## src/design/etd_pkg.sv

```systemverilog
// Package for the epoch-seconds-to-date converter: constants, types and the month-length table.
package etd_pkg;

  // Calendar origin and fixed time constants.
  localparam int BASE_YEAR     = 1970;
  localparam int SECS_PER_DAY  = 24 * 60 * 60;
  localparam int SECS_PER_HOUR = 60 * 60;
  localparam int SECS_PER_MIN  = 60;

  // Field widths of the result.
  localparam int YEAR_W   = 12;
  localparam int REM_W    = 25;
  localparam int DOY_W    = 9;

  // Seconds in a common and in a leap year.
  localparam logic [31:0] SECS_COMMON = 32'(365 * SECS_PER_DAY);
  localparam logic [31:0] SECS_LEAP   = 32'(366 * SECS_PER_DAY);

  // Starting year and its residues for the leap test.
  localparam logic [YEAR_W-1:0] YEAR_INIT = YEAR_W'(BASE_YEAR);
  localparam logic [1:0]        MOD4_INIT   = 2'(BASE_YEAR % 4);
  localparam logic [6:0]        MOD100_INIT = 7'(BASE_YEAR % 100);
  localparam logic [8:0]        MOD400_INIT = 9'(BASE_YEAR % 400);

  // Reciprocals for the day, hour and minute splits. The power-of-two factor of each
  // divisor is shifted out first, which leaves 675, 225 and 15; each reciprocal is
  // rounded up and exact over the operand range (18, 13 and 10 bits).
  localparam logic [18:0] DAY_RECIP  = 19'd397683;  // 2^28 / 675, rounded up
  localparam logic [12:0] HOUR_RECIP = 13'd4661;    // 2^20 / 225, rounded up
  localparam logic [10:0] MIN_RECIP  = 11'd1093;    // 2^14 / 15, rounded up

  // Divisors at the widths of the remainder arithmetic.
  localparam logic [REM_W-1:0] DAY_SECS  = REM_W'(SECS_PER_DAY);
  localparam logic [16:0]      HOUR_SECS = 17'(SECS_PER_HOUR);
  localparam logic [11:0]      MIN_SECS  = 12'(SECS_PER_MIN);

  localparam logic [3:0] MONTH_JAN = 4'd1;
  localparam logic [3:0] MONTH_DEC = 4'd12;

  // Commands from the controller to the datapath.
  typedef struct packed {
    logic load;
    logic year_step;
    logic div_init;
    logic div_step;
    logic month_step;
    logic out_load;
  } etd_cmd_t;

  // Status from the datapath to the controller.
  typedef struct packed {
    logic year_more;
    logic div_done;
    logic month_more;
    logic out_free;
  } etd_sts_t;

  // Days in a month; zero for codes that are not months.
  function automatic logic [4:0] month_len(input logic leap, input logic [3:0] month);
    logic [4:0] len;
    unique case (month)
      4'd1, 4'd3, 4'd5, 4'd7, 4'd8, 4'd10, 4'd12: len = 5'd31;
      4'd4, 4'd6, 4'd9, 4'd11:                    len = 5'd30;
      4'd2:                                       len = leap ? 5'd29 : 5'd28;
      default:                                    len = 5'd0;
    endcase
    return len;
  endfunction

endpackage

```

## src/design/etd_in_if.sv

```systemverilog
// Input channel interface: valid, ready and the seconds count.
interface etd_in_if;
  logic        valid;
  logic        ready;
  logic [31:0] epoch_seconds;

  modport source (output valid, output epoch_seconds, input ready);
  modport sink (input valid, input epoch_seconds, output ready);
endinterface

```

## src/design/etd_out_if.sv

```systemverilog
// Result channel interface: valid, ready and the calendar fields.
interface etd_out_if;
  logic        valid;
  logic        ready;
  logic [11:0] year_out;
  logic [3:0]  month_out;
  logic [4:0]  day_of_month;
  logic [8:0]  day_of_year;
  logic [4:0]  hour_out;
  logic [5:0]  minute_out;
  logic [5:0]  second_out;

  modport source (output valid, output year_out, output month_out, output day_of_month,
                  output day_of_year, output hour_out, output minute_out,
                  output second_out, input ready);
  modport sink (input valid, input year_out, input month_out, input day_of_month,
                input day_of_year, input hour_out, input minute_out,
                input second_out, output ready);
endinterface

```

## src/design/etd_ctrl.sv

```systemverilog
// Controller state machine that sequences the year walk, divisions and month walk.
module etd_ctrl (
  input  logic            clk,
  input  logic            rst,
  input  logic            in_valid,
  output logic            in_ready,
  input  etd_pkg::etd_sts_t sts,
  output etd_pkg::etd_cmd_t cmd
);
  import etd_pkg::*;

  typedef enum logic [4:0] {
    ST_IDLE  = 5'b00001,
    ST_YEAR  = 5'b00010,
    ST_DIV   = 5'b00100,
    ST_MONTH = 5'b01000,
    ST_DONE  = 5'b10000
  } state_t;

  state_t state;
  state_t state_next;

  // State register.
  always_ff @(posedge clk) begin
    if (rst) begin
      state <= ST_IDLE;
    end else begin
      state <= state_next;
    end
  end

  // Next state and commands.
  always_comb begin
    state_next = state;
    cmd        = '0;
    in_ready   = 1'b0;
    unique case (state)
      ST_IDLE: begin
        in_ready = 1'b1;
        if (in_valid) begin
          cmd.load   = 1'b1;
          state_next = ST_YEAR;
        end
      end
      ST_YEAR: begin
        if (sts.year_more) begin
          cmd.year_step = 1'b1;
        end else begin
          cmd.div_init = 1'b1;
          state_next   = ST_DIV;
        end
      end
      ST_DIV: begin
        cmd.div_step = 1'b1;
        if (sts.div_done) begin
          state_next = ST_MONTH;
        end
      end
      ST_MONTH: begin
        if (sts.month_more) begin
          cmd.month_step = 1'b1;
        end else if (sts.out_free) begin
          cmd.out_load = 1'b1;
          state_next   = ST_IDLE;
        end else begin
          state_next = ST_DONE;
        end
      end
      ST_DONE: begin
        if (sts.out_free) begin
          cmd.out_load = 1'b1;
          state_next   = ST_IDLE;
        end
      end
      default: begin
        state_next = ST_IDLE;
      end
    endcase
  end

endmodule

```

## src/design/etd_dp.sv

```systemverilog
// Datapath: year subtraction, reciprocal-multiply day and time split, month walk and result register.
module etd_dp (
  input  logic                clk,
  input  logic                rst,
  input  logic [31:0]         epoch_seconds,
  input  etd_pkg::etd_cmd_t   cmd,
  output etd_pkg::etd_sts_t   sts,
  input  logic                out_ready,
  output logic                out_valid,
  output logic [11:0]         year_out,
  output logic [3:0]          month_out,
  output logic [4:0]          day_of_month,
  output logic [8:0]          day_of_year,
  output logic [4:0]          hour_out,
  output logic [5:0]          minute_out,
  output logic [5:0]          second_out
);
  import etd_pkg::*;

  typedef enum logic [1:0] {
    PH_DAY  = 2'd0,
    PH_HOUR = 2'd1,
    PH_MIN  = 2'd2
  } phase_t;

  // Working registers.
  logic [31:0]       left;
  logic [YEAR_W-1:0] year;
  logic [1:0]        mod4;
  logic [6:0]        mod100;
  logic [8:0]        mod400;
  phase_t            phase;
  logic              rem_cycle;
  logic [DOY_W-1:0]  quot;
  logic [DOY_W-1:0]  doy;
  logic [4:0]        hour;
  logic [5:0]        minute;
  logic [5:0]        second;
  logic [DOY_W-1:0]  day;
  logic [3:0]        month;

  logic              leap;
  logic [31:0]       year_secs;
  logic [36:0]       day_prod;
  logic [24:0]       hour_prod;
  logic [19:0]       min_prod;
  logic [REM_W-1:0]  day_rem;
  logic [16:0]       hour_rem;
  logic [11:0]       min_rem;
  logic [4:0]        mlen;

  // Leap test from the running residues of the year.
  assign leap      = ((mod4 == 2'd0) && (mod100 != 7'd0)) || (mod400 == 9'd0);
  assign year_secs = leap ? SECS_LEAP : SECS_COMMON;

  // Quotients by reciprocal multiplication, after the low zero bits of each divisor are
  // shifted out.
  assign day_prod  = 37'(left[24:7]) * 37'(DAY_RECIP);
  assign hour_prod = 25'(left[16:4]) * 25'(HOUR_RECIP);
  assign min_prod  = 20'(left[11:2]) * 20'(MIN_RECIP);

  // Remainders from the registered quotient.
  assign day_rem  = left[REM_W-1:0] - REM_W'(quot) * DAY_SECS;
  assign hour_rem = left[16:0] - 17'(quot[4:0]) * HOUR_SECS;
  assign min_rem  = left[11:0] - 12'(quot[5:0]) * MIN_SECS;

  assign mlen = month_len(leap, month);

  // Status to the controller.
  always_comb begin
    sts.year_more  = left >= year_secs;
    sts.div_done   = (phase == PH_MIN) && rem_cycle;
    sts.month_more = (day > {4'd0, mlen}) && (month != MONTH_DEC);
    sts.out_free   = !out_valid || out_ready;
  end

  // Year walk, day and time split, and month walk.
  always_ff @(posedge clk) begin
    if (cmd.load) begin
      left   <= epoch_seconds;
      year   <= YEAR_INIT;
      mod4   <= MOD4_INIT;
      mod100 <= MOD100_INIT;
      mod400 <= MOD400_INIT;
    end
    if (cmd.year_step) begin
      left   <= left - year_secs;
      year   <= year + YEAR_W'(1);
      mod4   <= mod4 + 2'd1;
      mod100 <= (mod100 == 7'd99) ? 7'd0 : mod100 + 7'd1;
      mod400 <= (mod400 == 9'd399) ? 9'd0 : mod400 + 9'd1;
    end
    if (cmd.div_init) begin
      phase     <= PH_DAY;
      rem_cycle <= 1'b0;
    end
    // Each split works out the quotient first, then the remainder.
    if (cmd.div_step) begin
      rem_cycle <= !rem_cycle;
      if (!rem_cycle) begin
        unique case (phase)
          PH_DAY:  quot <= day_prod[36:28];
          PH_HOUR: quot <= {4'd0, hour_prod[24:20]};
          PH_MIN:  quot <= {3'd0, min_prod[19:14]};
          default: quot <= '0;
        endcase
      end else begin
        unique case (phase)
          PH_DAY: begin
            left  <= {7'd0, day_rem};
            doy   <= quot + DOY_W'(1);
            day   <= quot + DOY_W'(1);
            month <= MONTH_JAN;
            phase <= PH_HOUR;
          end
          PH_HOUR: begin
            left  <= {15'd0, hour_rem};
            hour  <= quot[4:0];
            phase <= PH_MIN;
          end
          PH_MIN: begin
            minute <= quot[5:0];
            second <= min_rem[5:0];
          end
          default: begin
            phase <= PH_DAY;
          end
        endcase
      end
    end
    if (cmd.month_step) begin
      day   <= day - {4'd0, mlen};
      month <= month + 4'd1;
    end
  end

  // Result register; valid is the only control bit.
  always_ff @(posedge clk) begin
    if (rst) begin
      out_valid <= 1'b0;
    end else if (cmd.out_load) begin
      out_valid <= 1'b1;
    end else if (out_ready) begin
      out_valid <= 1'b0;
    end
  end

  always_ff @(posedge clk) begin
    if (cmd.out_load) begin
      year_out     <= year;
      month_out    <= month;
      day_of_month <= day[4:0];
      day_of_year  <= doy;
      hour_out     <= hour;
      minute_out   <= minute;
      second_out   <= second;
    end
  end

endmodule

```

## src/design/epoch_seconds_to_date.sv

```systemverilog
// Each item passes through a year walk over Y, the whole years past the base year (Y tops
// out at 136), the day, hour and minute split, and a month walk over M months (up to 11).
// One item is worked at a time; the next transfer is taken once the result is registered
// and the controller is back in idle, so a stalled result also holds off new input.
// Reset (synchronous, active high) returns the controller to idle and drops result valid.
module epoch_seconds_to_date (
  input logic clk,
  input logic rst,
  etd_in_if.sink    request,
  etd_out_if.source result
);
  import etd_pkg::*;

  etd_cmd_t cmd;
  etd_sts_t sts;

  // Sequencer.
  etd_ctrl u_ctrl (
    .clk      (clk),
    .rst      (rst),
    .in_valid (request.valid),
    .in_ready (request.ready),
    .sts      (sts),
    .cmd      (cmd)
  );

  // Arithmetic and result register.
  etd_dp u_dp (
    .clk           (clk),
    .rst           (rst),
    .epoch_seconds (request.epoch_seconds),
    .cmd           (cmd),
    .sts           (sts),
    .out_ready     (result.ready),
    .out_valid     (result.valid),
    .year_out      (result.year_out),
    .month_out     (result.month_out),
    .day_of_month  (result.day_of_month),
    .day_of_year   (result.day_of_year),
    .hour_out      (result.hour_out),
    .minute_out    (result.minute_out),
    .second_out    (result.second_out)
  );

endmodule

```

## src/flat_wrapper.sv

```systemverilog
// flat-port wrapper written by rule: the top's interface ports become plain ports
module epoch_seconds_to_date_flat import etd_pkg::*;
  (clk, rst, request_valid, request_epoch_seconds, request_ready, result_valid, result_year_out, result_month_out, result_day_of_month, result_day_of_year, result_hour_out, result_minute_out, result_second_out, result_ready);
  etd_in_if request_i ();
  etd_out_if result_i ();
  input logic clk;
  input logic rst;
  input wire logic [$bits(request_i.valid)-1:0] request_valid;
  input wire logic [$bits(request_i.epoch_seconds)-1:0] request_epoch_seconds;
  output wire logic [$bits(request_i.ready)-1:0] request_ready;
  output wire logic [$bits(result_i.valid)-1:0] result_valid;
  output wire logic [$bits(result_i.year_out)-1:0] result_year_out;
  output wire logic [$bits(result_i.month_out)-1:0] result_month_out;
  output wire logic [$bits(result_i.day_of_month)-1:0] result_day_of_month;
  output wire logic [$bits(result_i.day_of_year)-1:0] result_day_of_year;
  output wire logic [$bits(result_i.hour_out)-1:0] result_hour_out;
  output wire logic [$bits(result_i.minute_out)-1:0] result_minute_out;
  output wire logic [$bits(result_i.second_out)-1:0] result_second_out;
  input wire logic [$bits(result_i.ready)-1:0] result_ready;
  assign request_i.valid = request_valid;
  assign request_i.epoch_seconds = request_epoch_seconds;
  assign request_ready = request_i.ready;
  assign result_valid = result_i.valid;
  assign result_year_out = result_i.year_out;
  assign result_month_out = result_i.month_out;
  assign result_day_of_month = result_i.day_of_month;
  assign result_day_of_year = result_i.day_of_year;
  assign result_hour_out = result_i.hour_out;
  assign result_minute_out = result_i.minute_out;
  assign result_second_out = result_i.second_out;
  assign result_i.ready = result_ready;
  epoch_seconds_to_date u_core (.clk(clk), .rst(rst), .request(request_i), .result(result_i));
endmodule
```

## config.mk

```make
export PLATFORM = sky130hd
export DESIGN_NAME = epoch_seconds_to_date_flat
export DESIGN_NICKNAME = d
export VERILOG_FILES = /design/src/design/etd_pkg.sv /design/src/design/etd_in_if.sv /design/src/design/etd_out_if.sv /design/src/design/etd_ctrl.sv /design/src/design/etd_dp.sv /design/src/design/epoch_seconds_to_date.sv /design/src/flat_wrapper.sv
export SDC_FILE = /design/constraint.sdc
export NUM_CORES = 1
export LEC_CHECK = 0
export ABC_AREA = 1
export BUFFER_PORTS_ARGS = -buffer_cell sky130_fd_sc_hd__buf_2
export CAP_MARGIN = 20
export CORE_MARGIN = 3
export CORE_UTILIZATION = 30
export DETAILED_ROUTE_END_ITERATION = 16
export PLACE_DENSITY = 0.49
export SLEW_MARGIN = 10
export SYNTH_ARGS = -nofsm -noshare
export SYNTH_HDL_FRONTEND = slang
export SYNTH_SLANG_ARGS = --single-unit
```

## constraint.sdc

```tcl
create_clock -name clk -period 7 [get_ports clk]
set_input_delay 0.35 -clock clk [delete_from_list [all_inputs] [get_ports clk]]
set_output_delay 0.35 -clock clk [all_outputs]
set_load 0.02 [all_outputs]
```

**After elaboration in Yosys (flattened, before gate mapping)**

Index checks and enable logic that the tools add are counted.

- Output and inout port bits: 49
- Register bits: 166

- Order comparisons: 2
- $add $sub $neg: 11
- Multipliers: 6
- Multiplexer cells: 54
- Equal/unequal tests: 27
- Reduce and logical (&&, ||, !) cells: 25
- Bitwise logic cells: 1

Operators with widths:

| operator | count |
|---|---|
| $mux W32 | 4 |
| $pmux W32 S2 | 1 |
| $mux W9 | 7 |
| $mul A18 B19 Y37 const B | 1 |
| $ge A32 B25 Y1 | 1 |
| $sub A32 B25 Y32 | 1 |
| $mux W5 | 6 |
| $pmux W9 S3 | 1 |
| $mul A13 B13 Y25 const B | 1 |
| $pmux W5 S5 | 1 |
| $sub A25 B25 Y25 | 1 |
| $mux W12 | 2 |
| $mux W7 | 3 |
| $eq A4 B4 Y1 const B | 5 |
| $mul A10 B11 Y20 const B | 1 |
| $add A9 B1 Y9 const B | 2 |
| $mul A9 B10 Y18 const B | 1 |
| $mux W18 | 1 |
| $sub A17 B17 Y17 | 1 |
| $eq A4 B3 Y1 const B | 4 |
| $mux W4 | 4 |
| $mux W1 | 15 |
| $pmux W5 S3 | 1 |
| $mul A5 B8 Y13 const B | 1 |
| other kinds (38) | 60 |

**Logic depth before layout (Yosys ltp)**

Gate-level depths: netlist (run 1).

- Depth after elaboration: 11
- Depth in mapped cells: 25
- Mapped depth without buffers: 25

**By module**

Synthesis (run 1) repeated with hierarchy kept, for this count alone.

- Cell total of the unflattened synthesis: 2624
- Area total of the unflattened synthesis: 21460.6 um^2

Modules (own cells, without submodules):

| module | seq. area each (um^2) | cells an instance | instances | area an instance (um^2) |
|---|---|---|---|---|
| etd_dp | 4554.4 | 2563 | 1 | 21056.4 |
| etd_ctrl | 100.1 | 61 | 1 | 404.1 |

**Least setup slack after synthesis (run 1)**

No wires, ideal clock.

- Path kind: reg-to-reg
- Start point: register u_core.u_dp.left[14]
- End point: register u_core.u_dp.quot[5], data pin
- Period minus slack after synthesis: 5.163 ns
- Stages on the path, launching flop included: 24
- Path slack: 1.837 ns
- Path buffers: 0
- Data arrival time: 4.910 ns
- Data required time: 6.746 ns
- Cells stage by stage: dfxtp_1 inv_1 ha_1 inv_1 fa_1 inv_1 fa_1 fa_1 inv_1 fa_1 inv_1 fa_1 inv_1 ha_1 nand2_1 nor2_1 nor3b_1 nand2_1 nand2_1 nand3_1 nand2_1 nand2_1 nand3_1 nand2_1

- Longest elaborated chain between the ends: 2

RTL lines:

| element | RTL line | source |
|---|---|---|
| start, declared | etd_dp.sv:27 | `logic [31:0] left;` |
| start signal, assigned | etd_dp.sv:80 | `left <= epoch_seconds;` |
| start signal, assigned | etd_dp.sv:87 | `left <= left - year_secs;` |
| start signal, assigned | etd_dp.sv:110 | `left <= {7'd0, day_rem};` |
| $mul A18 B19 Y37 | etd_dp.sv:58 | `assign day_prod = 37'(left[24:7]) * 37'(DAY_RECIP);` |
| $pmux W9 S3 | etd_dp.sv:101 | `unique case (phase)` |
| end signal, assigned | etd_dp.sv:102 | `PH_DAY: quot <= day_prod[36:28];` |
| end signal, assigned | etd_dp.sv:103 | `PH_HOUR: quot <= {4'd0, hour_prod[24:20]};` |
| end signal, assigned | etd_dp.sv:104 | `PH_MIN: quot <= {3'd0, min_prod[19:14]};` |
| end, declared | etd_dp.sv:34 | `logic [DOY_W-1:0] quot;` |

Every way passes these cells.
A chain may end at the register's enable or synchronous reset.

**Worst setup path after layout (run 1)**

- Start point: register u_core.u_dp.left[23]
- End point: register u_core.u_dp.quot[3], data pin

The elaborated chain is that of the path after synthesis.

==> results of run 1 <==
[metrics by stage]
| stage | instance area, um^2 | cells |
|---|---|---|
| after CTS | 23830 | 3747 |
| after detailed placement | 23240 | 3715 |
| final | 23830 | 3747 |
| after global routing | 23830 | 3747 |
| after global placement | 23220 | 3714 |
| after floorplan | 21580 | 2689 |
[state kept, by name (all words and copies together), names as in the netlist, 6 cells and up]
name	count
u_core.u_dp.day	9
u_core.u_dp.day_of_year	9
u_core.u_dp.doy	9
u_core.u_dp.left	32
u_core.u_dp.minute	6
u_core.u_dp.minute_out	6
u_core.u_dp.mod100	7
u_core.u_dp.mod400	9
u_core.u_dp.quot	9
u_core.u_dp.second	6
u_core.u_dp.second_out	6
u_core.u_dp.year	12
u_core.u_dp.year_out	12
[critical path: stages, from the launching register on]
cell	delay, ns
dfxtp_1	0.66
ha_1	0.35
inv_1	0.14
fa_1	0.52
inv_1	0.06
fa_1	0.55
inv_1	0.07
fa_1	0.51
fa_1	0.52
fa_1	0.56
inv_1	0.04
ha_1	0.32
nand2_1	0.11
nor2_1	0.28
nand4_1	0.20
nor3_1	0.17
nand2_1	0.09
nand2_1	0.07
nand2_1	0.04
nand3_1	0.08
nand3_1	0.07
[per-layer routing]
| layer | track usage (%) | vias to the layer above | wire length (um) |
|---|---|---|---|
| li1 | - | 8906 | - |
| met1 | 22.42 | 8179 | 29190 |
| met2 | 29.43 | 237 | 30120 |
| met3 | 2.249 | 40 | 2127 |
| met4 | 3.576 | 0 | 881 |
| met5 | 0 | - | 0 |
[cell usage after synthesis, drive strengths merged, types with 6 or more instances]
cell    instances
a21boi          6
buf            14
nand4          41
nand3         185
inv           564
xor2           44
fa            153
ha            405
o21bai         11
a21oi         128
xnor2          21
o21ai         102
edfxtp        133
nor2          198
or2            14
a21o           11
nand2         541
nand3b          8
dfxtp          33
nor3           34
a31oi          11
nor4            6
[logic make-up (layout without fill, tap and decap cells)]
kind of cell	Yosys count	count (layout)	share of synthesized area, %
compound gates	283	283	7.101
xor+xnor	65	65	2.638
flops	166	166	21.57
fa+ha+maj	558	558	37.67
buf+inv	585	703	10.40
simple gates	1032	1032	20.63
[placed cells by master (no fill, tap or decap), types with 3 or more instances in the layout]
cell type and instances:
or2_2 10, o21ai_0 90, inv_1 557, nand3b_1 8
nand4_1 41, or2_1 3, nand3_2 3, nor2_1 192
ha_1 405, edfxtp_1 133, o21a_1 4, a21o_1 11
clkbuf_16 17, a21oi_1 126, xnor2_1 21, nor2_4 3
inv_8 5, buf_2 84, clkinv_1 3, nand2_1 531
nand2_2 8, nor2_2 3, nand3_1 181, dfxtp_1 33
a31oi_1 11, a21boi_0 6, a211oi_1 3, o21bai_1 11
clkinv_8 3, fa_1 153, o21ai_1 12, nor3_1 33
clkinv_4 4, xor2_1 44, buf_4 20, inv_2 6
o22ai_1 5, nor4_1 6, nor3b_1 4
[final cells by class]
type	count	area, um^2	area share [%]
inverter	566	2127	8.928
timing repair buffer	105	585.6	2.458
multi-input combinational	1938	14700	61.68
sequential	166	4654	19.54
clock inverter	15	161.4	0.6774
clock buffer	17	425.4	1.786
tap	940	1176	4.936
[final timing paths]
kind | cells after the start | to | from | slack, ns
worst max-delay path | 20 | u_core.u_dp.quot[3] | u_core.u_dp.left[23] | 1.34
worst min-delay path | 3 | u_core.u_dp.left[29] | request_epoch_seconds[29] | 0.1
worst max register to register | 20 | u_core.u_dp.quot[3] | u_core.u_dp.left[23] | 1.34
worst min register to register | 0 | u_core.u_dp.second_out[0] | u_core.u_dp.second[0] | 0.42
==> results.tsv, run 1 <==
metric	value	unit
Buffers on Ports	84	
Die Width	274.2	um
run status	completed	
minimum clock period	5.664	ns
worst hold-check path type	input pin to register	
CTS root buffer	clkbuf_16	
count of cell types in the netlist	45	
first-pass GRT wire length	97770	um
number of synthesized flops with an enable pin	133	
DRT iter0 DRCs	952	
crit path kind	register to register	
CTS Sinks	166	
vias in the first global route	17430	
IO Pins	85	
final setup vio count	0	
initial antenna violation count	1	
WL final	62320	um
worst slew pin tran	0.9345	ns
dpl hpwl	52140	um
CP Launch Type	register	
Area Overhead vs Synth	10.39	%
GPL Wtd Cong	0.8733	
post-route ant nets	0	
row count	97	
Via density	4.634	
relative slew slack	37.61	%
yosys warns	0	
initial core utilization	30.56	%
H-tree depth	4	
Max Cap Viol	0	
WP data required	7.25	ns
Net count, final	3388	
layout cells sized above 1	6.306	%
largest net degree at the start of global routing	49	
Setup Skew	0.03241	ns
syn avg cell area	8.026	um^2
total CTS buffers	17	
DIE AREA	75200	um^2
hold slack	0.09917	ns
clock slew at reported path FFs	0.09	ns
unrepaired setup endpoints after global routing	no	
register area share after synthesis	21.57	%
CTS Buffer Depth	2	
period utilisation layout	80.91	%
post-CTS sizing	0	
post-layout util	33.73	%
Setup WS pre-CTS	1.320	ns
WL per Instance	16.63	um
CTS tree	yes	
Fin Setup TNS	0	ns
Final Worst Setup Slack	1.336	ns
fmax	176.6	MHz
Fillers	7568	
All-Layer GR Usage	16.94	%
critical path peak fanout	11	
synthesized area	21580	um^2
Post-CTS Setup Bufs	0	
Hold Fails Final Rpt	0	
clk_lat worst skew	0.50	ns
post-synthesis register bit count	166	
Post-synth ARST share	0	%
Synth top area share	23.48	%
Data arrival, critical path	5.92	ns
# DRC	0	
Hold-fix buffers, CTS	0	
top_reg_cell synth	edfxtp_1	
n_diodes	0	
crit end category	register	
largest area contributor in the netlist	ha_1	
Die Y	274.2	um
Placeable Area	70640	um^2
Overflow after GRT	0	
Area contributors post-synth	ha_1, edfxtp_1, fa_1	
synthesized net count	3283	
Syn Inst Count	2689	
Final Max Tran Viols	0	
vias after detailed routing	17360	
drt pass-1 iters	6	
Power of run 1 is left out: the tool's default activity adds up to more than one toggle a clock period on the data nets, which glitch-free logic cannot reach.
==> run 2: changes to the inputs <==
--- a/config.mk
+++ b/config.mk
@@ -5,7 +5,7 @@
 export SDC_FILE = /design/constraint.sdc
 export NUM_CORES = 1
 export LEC_CHECK = 0
-export ABC_AREA = 1
+export ABC_AREA = 0
 export BUFFER_PORTS_ARGS = -buffer_cell sky130_fd_sc_hd__buf_2
 export CAP_MARGIN = 20
 export CORE_MARGIN = 3
==> constraint.sdc (replaced) <==
create_clock -name clk -period 5.5 [get_ports clk]
set_input_delay 0.275 -clock clk [delete_from_list [all_inputs] [get_ports clk]]
set_output_delay 0.275 -clock clk [all_outputs]
set_load 0.02 [all_outputs]
==> results.tsv, run 2 <==
metric	value	unit
run status	finished with violations	
violated checks	setup timing	
Max Cap Viol	0	
Post-synth ARST share	0	%
clock slew at reported path FFs	0.07	ns
area of the multi-input gates	13570	um^2
Overflow after GRT	0	
period utilisation layout	100.8	%
n_diodes	0	
clk_lat worst skew	0.45	ns
Die Y	259.6	um
All-Layer GR Usage	15.67	%
total CTS buffers	17	
GPL Wtd Cong	0.8588	
Area Overhead vs Synth	17.28	%
CP Launch Point	u_core.u_dp.left[20]	
post-synthesis register bit count	166	
Via density	4.803	
Synth top area share	26.26	%
largest net degree at the start of global routing	36	
met3 routed WL	1652	um
commonest non-fill, non-tap cell in the layout	ha_1	
met1 wire length	23050	um
register area share after synthesis	24.12	%
dpl hpwl	43330	um
row count	92	
Largest regs	u_core.u_dp.left x32, u_core.u_dp.year x12, u_core.u_dp.year_out x12	
WL final	51600	um
drt pass-1 iters	5	
Net count, final	2702	
crit path kind	register to register	
count of cell types in the netlist	85	
Syn Inst Count	1909	
relative slew slack	29.18	%
Final Instance Area	22630	um^2
fin cells	2967	
worst slew pin tran	1.060	ns
layout cells sized above 1	16.64	%
synthesized area	19300	um^2
CTS Sinks	166	
fmax	180.3	MHz
setup slack, reg-to-reg	-0.05	ns
Register Area	4676	um^2
Met2 Wirelength	25440	um
Setup Skew	0.01689	ns
reg2reg start	u_core.u_dp.left[20]	
post-route ant nets	0	
Reg2Reg Depth	19	
Biggest register	u_core.u_dp.left	
max FFs per register	32	
final setup vio count	1	
unrepaired setup endpoints after global routing	yes	
initial antenna violation count	1	
WP data required	5.69	ns
vias after detailed routing	14250	
highest metal used	met4	
Hold Fails Final Rpt	0	
Final Worst Setup Slack	-0.04564	ns
syn avg cell area	10.11	um^2
number of synthesized flops with an enable pin	133	
CTS tree	yes	
most frequent cells after synthesis	ha_1, inv_1, fa_1	
top_reg_cell synth	edfxtp_1	
Critical Path End	u_core.u_dp.quot[4]	
CP Launch Type	register	
H-tree depth	4	
yosys warns	0	
most frequent cell after synthesis	ha_1	
Die Width	259.6	um
vias in the first global route	15070	
Area contributors post-synth	ha_1, edfxtp_1, fa_1	
minimum clock period	5.546	ns
Placeable Area	63310	um^2
DIE AREA	67400	um^2
synthesized net count	2503	
worst r2r dst	u_core.u_dp.quot[4]	
largest area contributor in the netlist	ha_1	
placed cells	2923	
leading cell types in the layout, fill and taps excluded	ha_1, inv_1, fa_1	
critical path peak fanout	5	
# DRC	0	
WL per Instance	17.39	um
CTS root buffer	clkbuf_16	
initial core utilization	30.48	%
Buffers on Ports	84	
Hold Path Origin	rst	
post-layout util	35.75	%
Fillers	6422	
IO Pins	85	
worst hold-check path type	input pin to register	
DRT iter0 DRCs	644	
CTS Buffer Depth	2	
Final Max Tran Viols	0	
Placed Area	21530	um^2
Data arrival, critical path	5.74	ns
crit end category	register	
first-pass GRT wire length	82220	um
run 2: cell types whose count changed in the layout (fill, tap and decap cells not counted), sizes merged, moves of 33 or more:
| cell | delta |
|---|---|
| nand4 | -33 |
| a21oi | -55 |
| nand2 | -462 |
| nand3 | -145 |
| buf | +101 |
| xnor2 | +36 |
| o21ai | -43 |
| nor2 | -108 |
| inv | -204 |
run 2: worst min-delay path by stage:
stage / endpoint / slack (ns) / depth (start not counted)
2_1_floorplan: u_core.u_ctrl.state[2] / 0.34 / 1
3_3_place_gp: u_core.u_dp.second_out[0] / 0.40 / 0
3_5_place_dp: u_core.u_dp.day_of_year[6] / 0.40 / 0
4_1_cts: u_core.u_dp.left[26] / 0.07 / 3
5_1_grt: u_core.u_ctrl.state[2] / 0.08 / 2
6_report: u_core.u_ctrl.state[2] / 0.08 / 2
run 2: worst max-delay path, stage by stage, from the launching register on:
cell,delay [ns]
dfxtp_2,0.35
buf_6,0.13
clkinvlp_4,0.15
ha_4,0.30
inv_1,0.04
fa_1,0.50
inv_1,0.07
fa_1,0.57
fa_1,0.46
fa_2,0.58
ha_1,0.24
ha_2,0.23
a211oi_4,0.24
o21bai_1,0.12
a221oi_2,0.33
a211oi_4,0.16
o32ai_2,0.33
xnor2_1,0.16
mux2i_1,0.10
a22o_1,0.23
run 2: cell type report:
type,count,share of cell area [%]
clock inverter,11,0.3981
tap,846,4.677
multi-input combinational,1350,59.96
sequential,166,20.66
inverter,367,6.120
timing repair buffer,206,6.109
clock buffer,21,2.079
run 2: routing by layer:
| layer | vias up | global-route usage (%) |
|---|---|---|
| met2 | 235 | 27.47 |
| met1 | 6972 | 19.98 |
| met3 | 64 | 1.694 |
| li1 | 6979 | - |
| met5 | - | 0 |
| met4 | 0 | 5.434 |
run 2: cell families after synthesis:
kind of cell               Yosys count  synth area share (%)
buffers and inverters              393                 7.690
adders and majority gates          558                 42.13
xor gates and xnor gates           105                 4.766
and+or+nand+nor                    368                 9.784
muxes                               18                0.9921
DFF                                166                 24.12
AOI/OAI and AO/OA                  301                 10.52
run 2: repair_timing:
action / CTS / global route
setup buffers: 1 / 13
pin swaps: 36 / 47
endpoints found under the setup margin: 9 / 10
endpoints found under the hold margin: 0 / 0
hold buffers: 0 / 0
resized for setup: 52 / 49
run 2: metrics by stage:
step	hold slack, ns	worst slack (ns)	TNS, ns
final	0.08472	-0.04564	-0.04564
after global routing	0.07865	-0.2566	-1.215
after CTS	0.06701	-0.07636	-0.1237
after detailed placement	0.4045	-0.4993	-3.690
after global placement	0.4009	-0.4784	-3.413
after floorplan	0.3441	-0.01050	-0.01050
Power of run 2 is left out for the same reason.
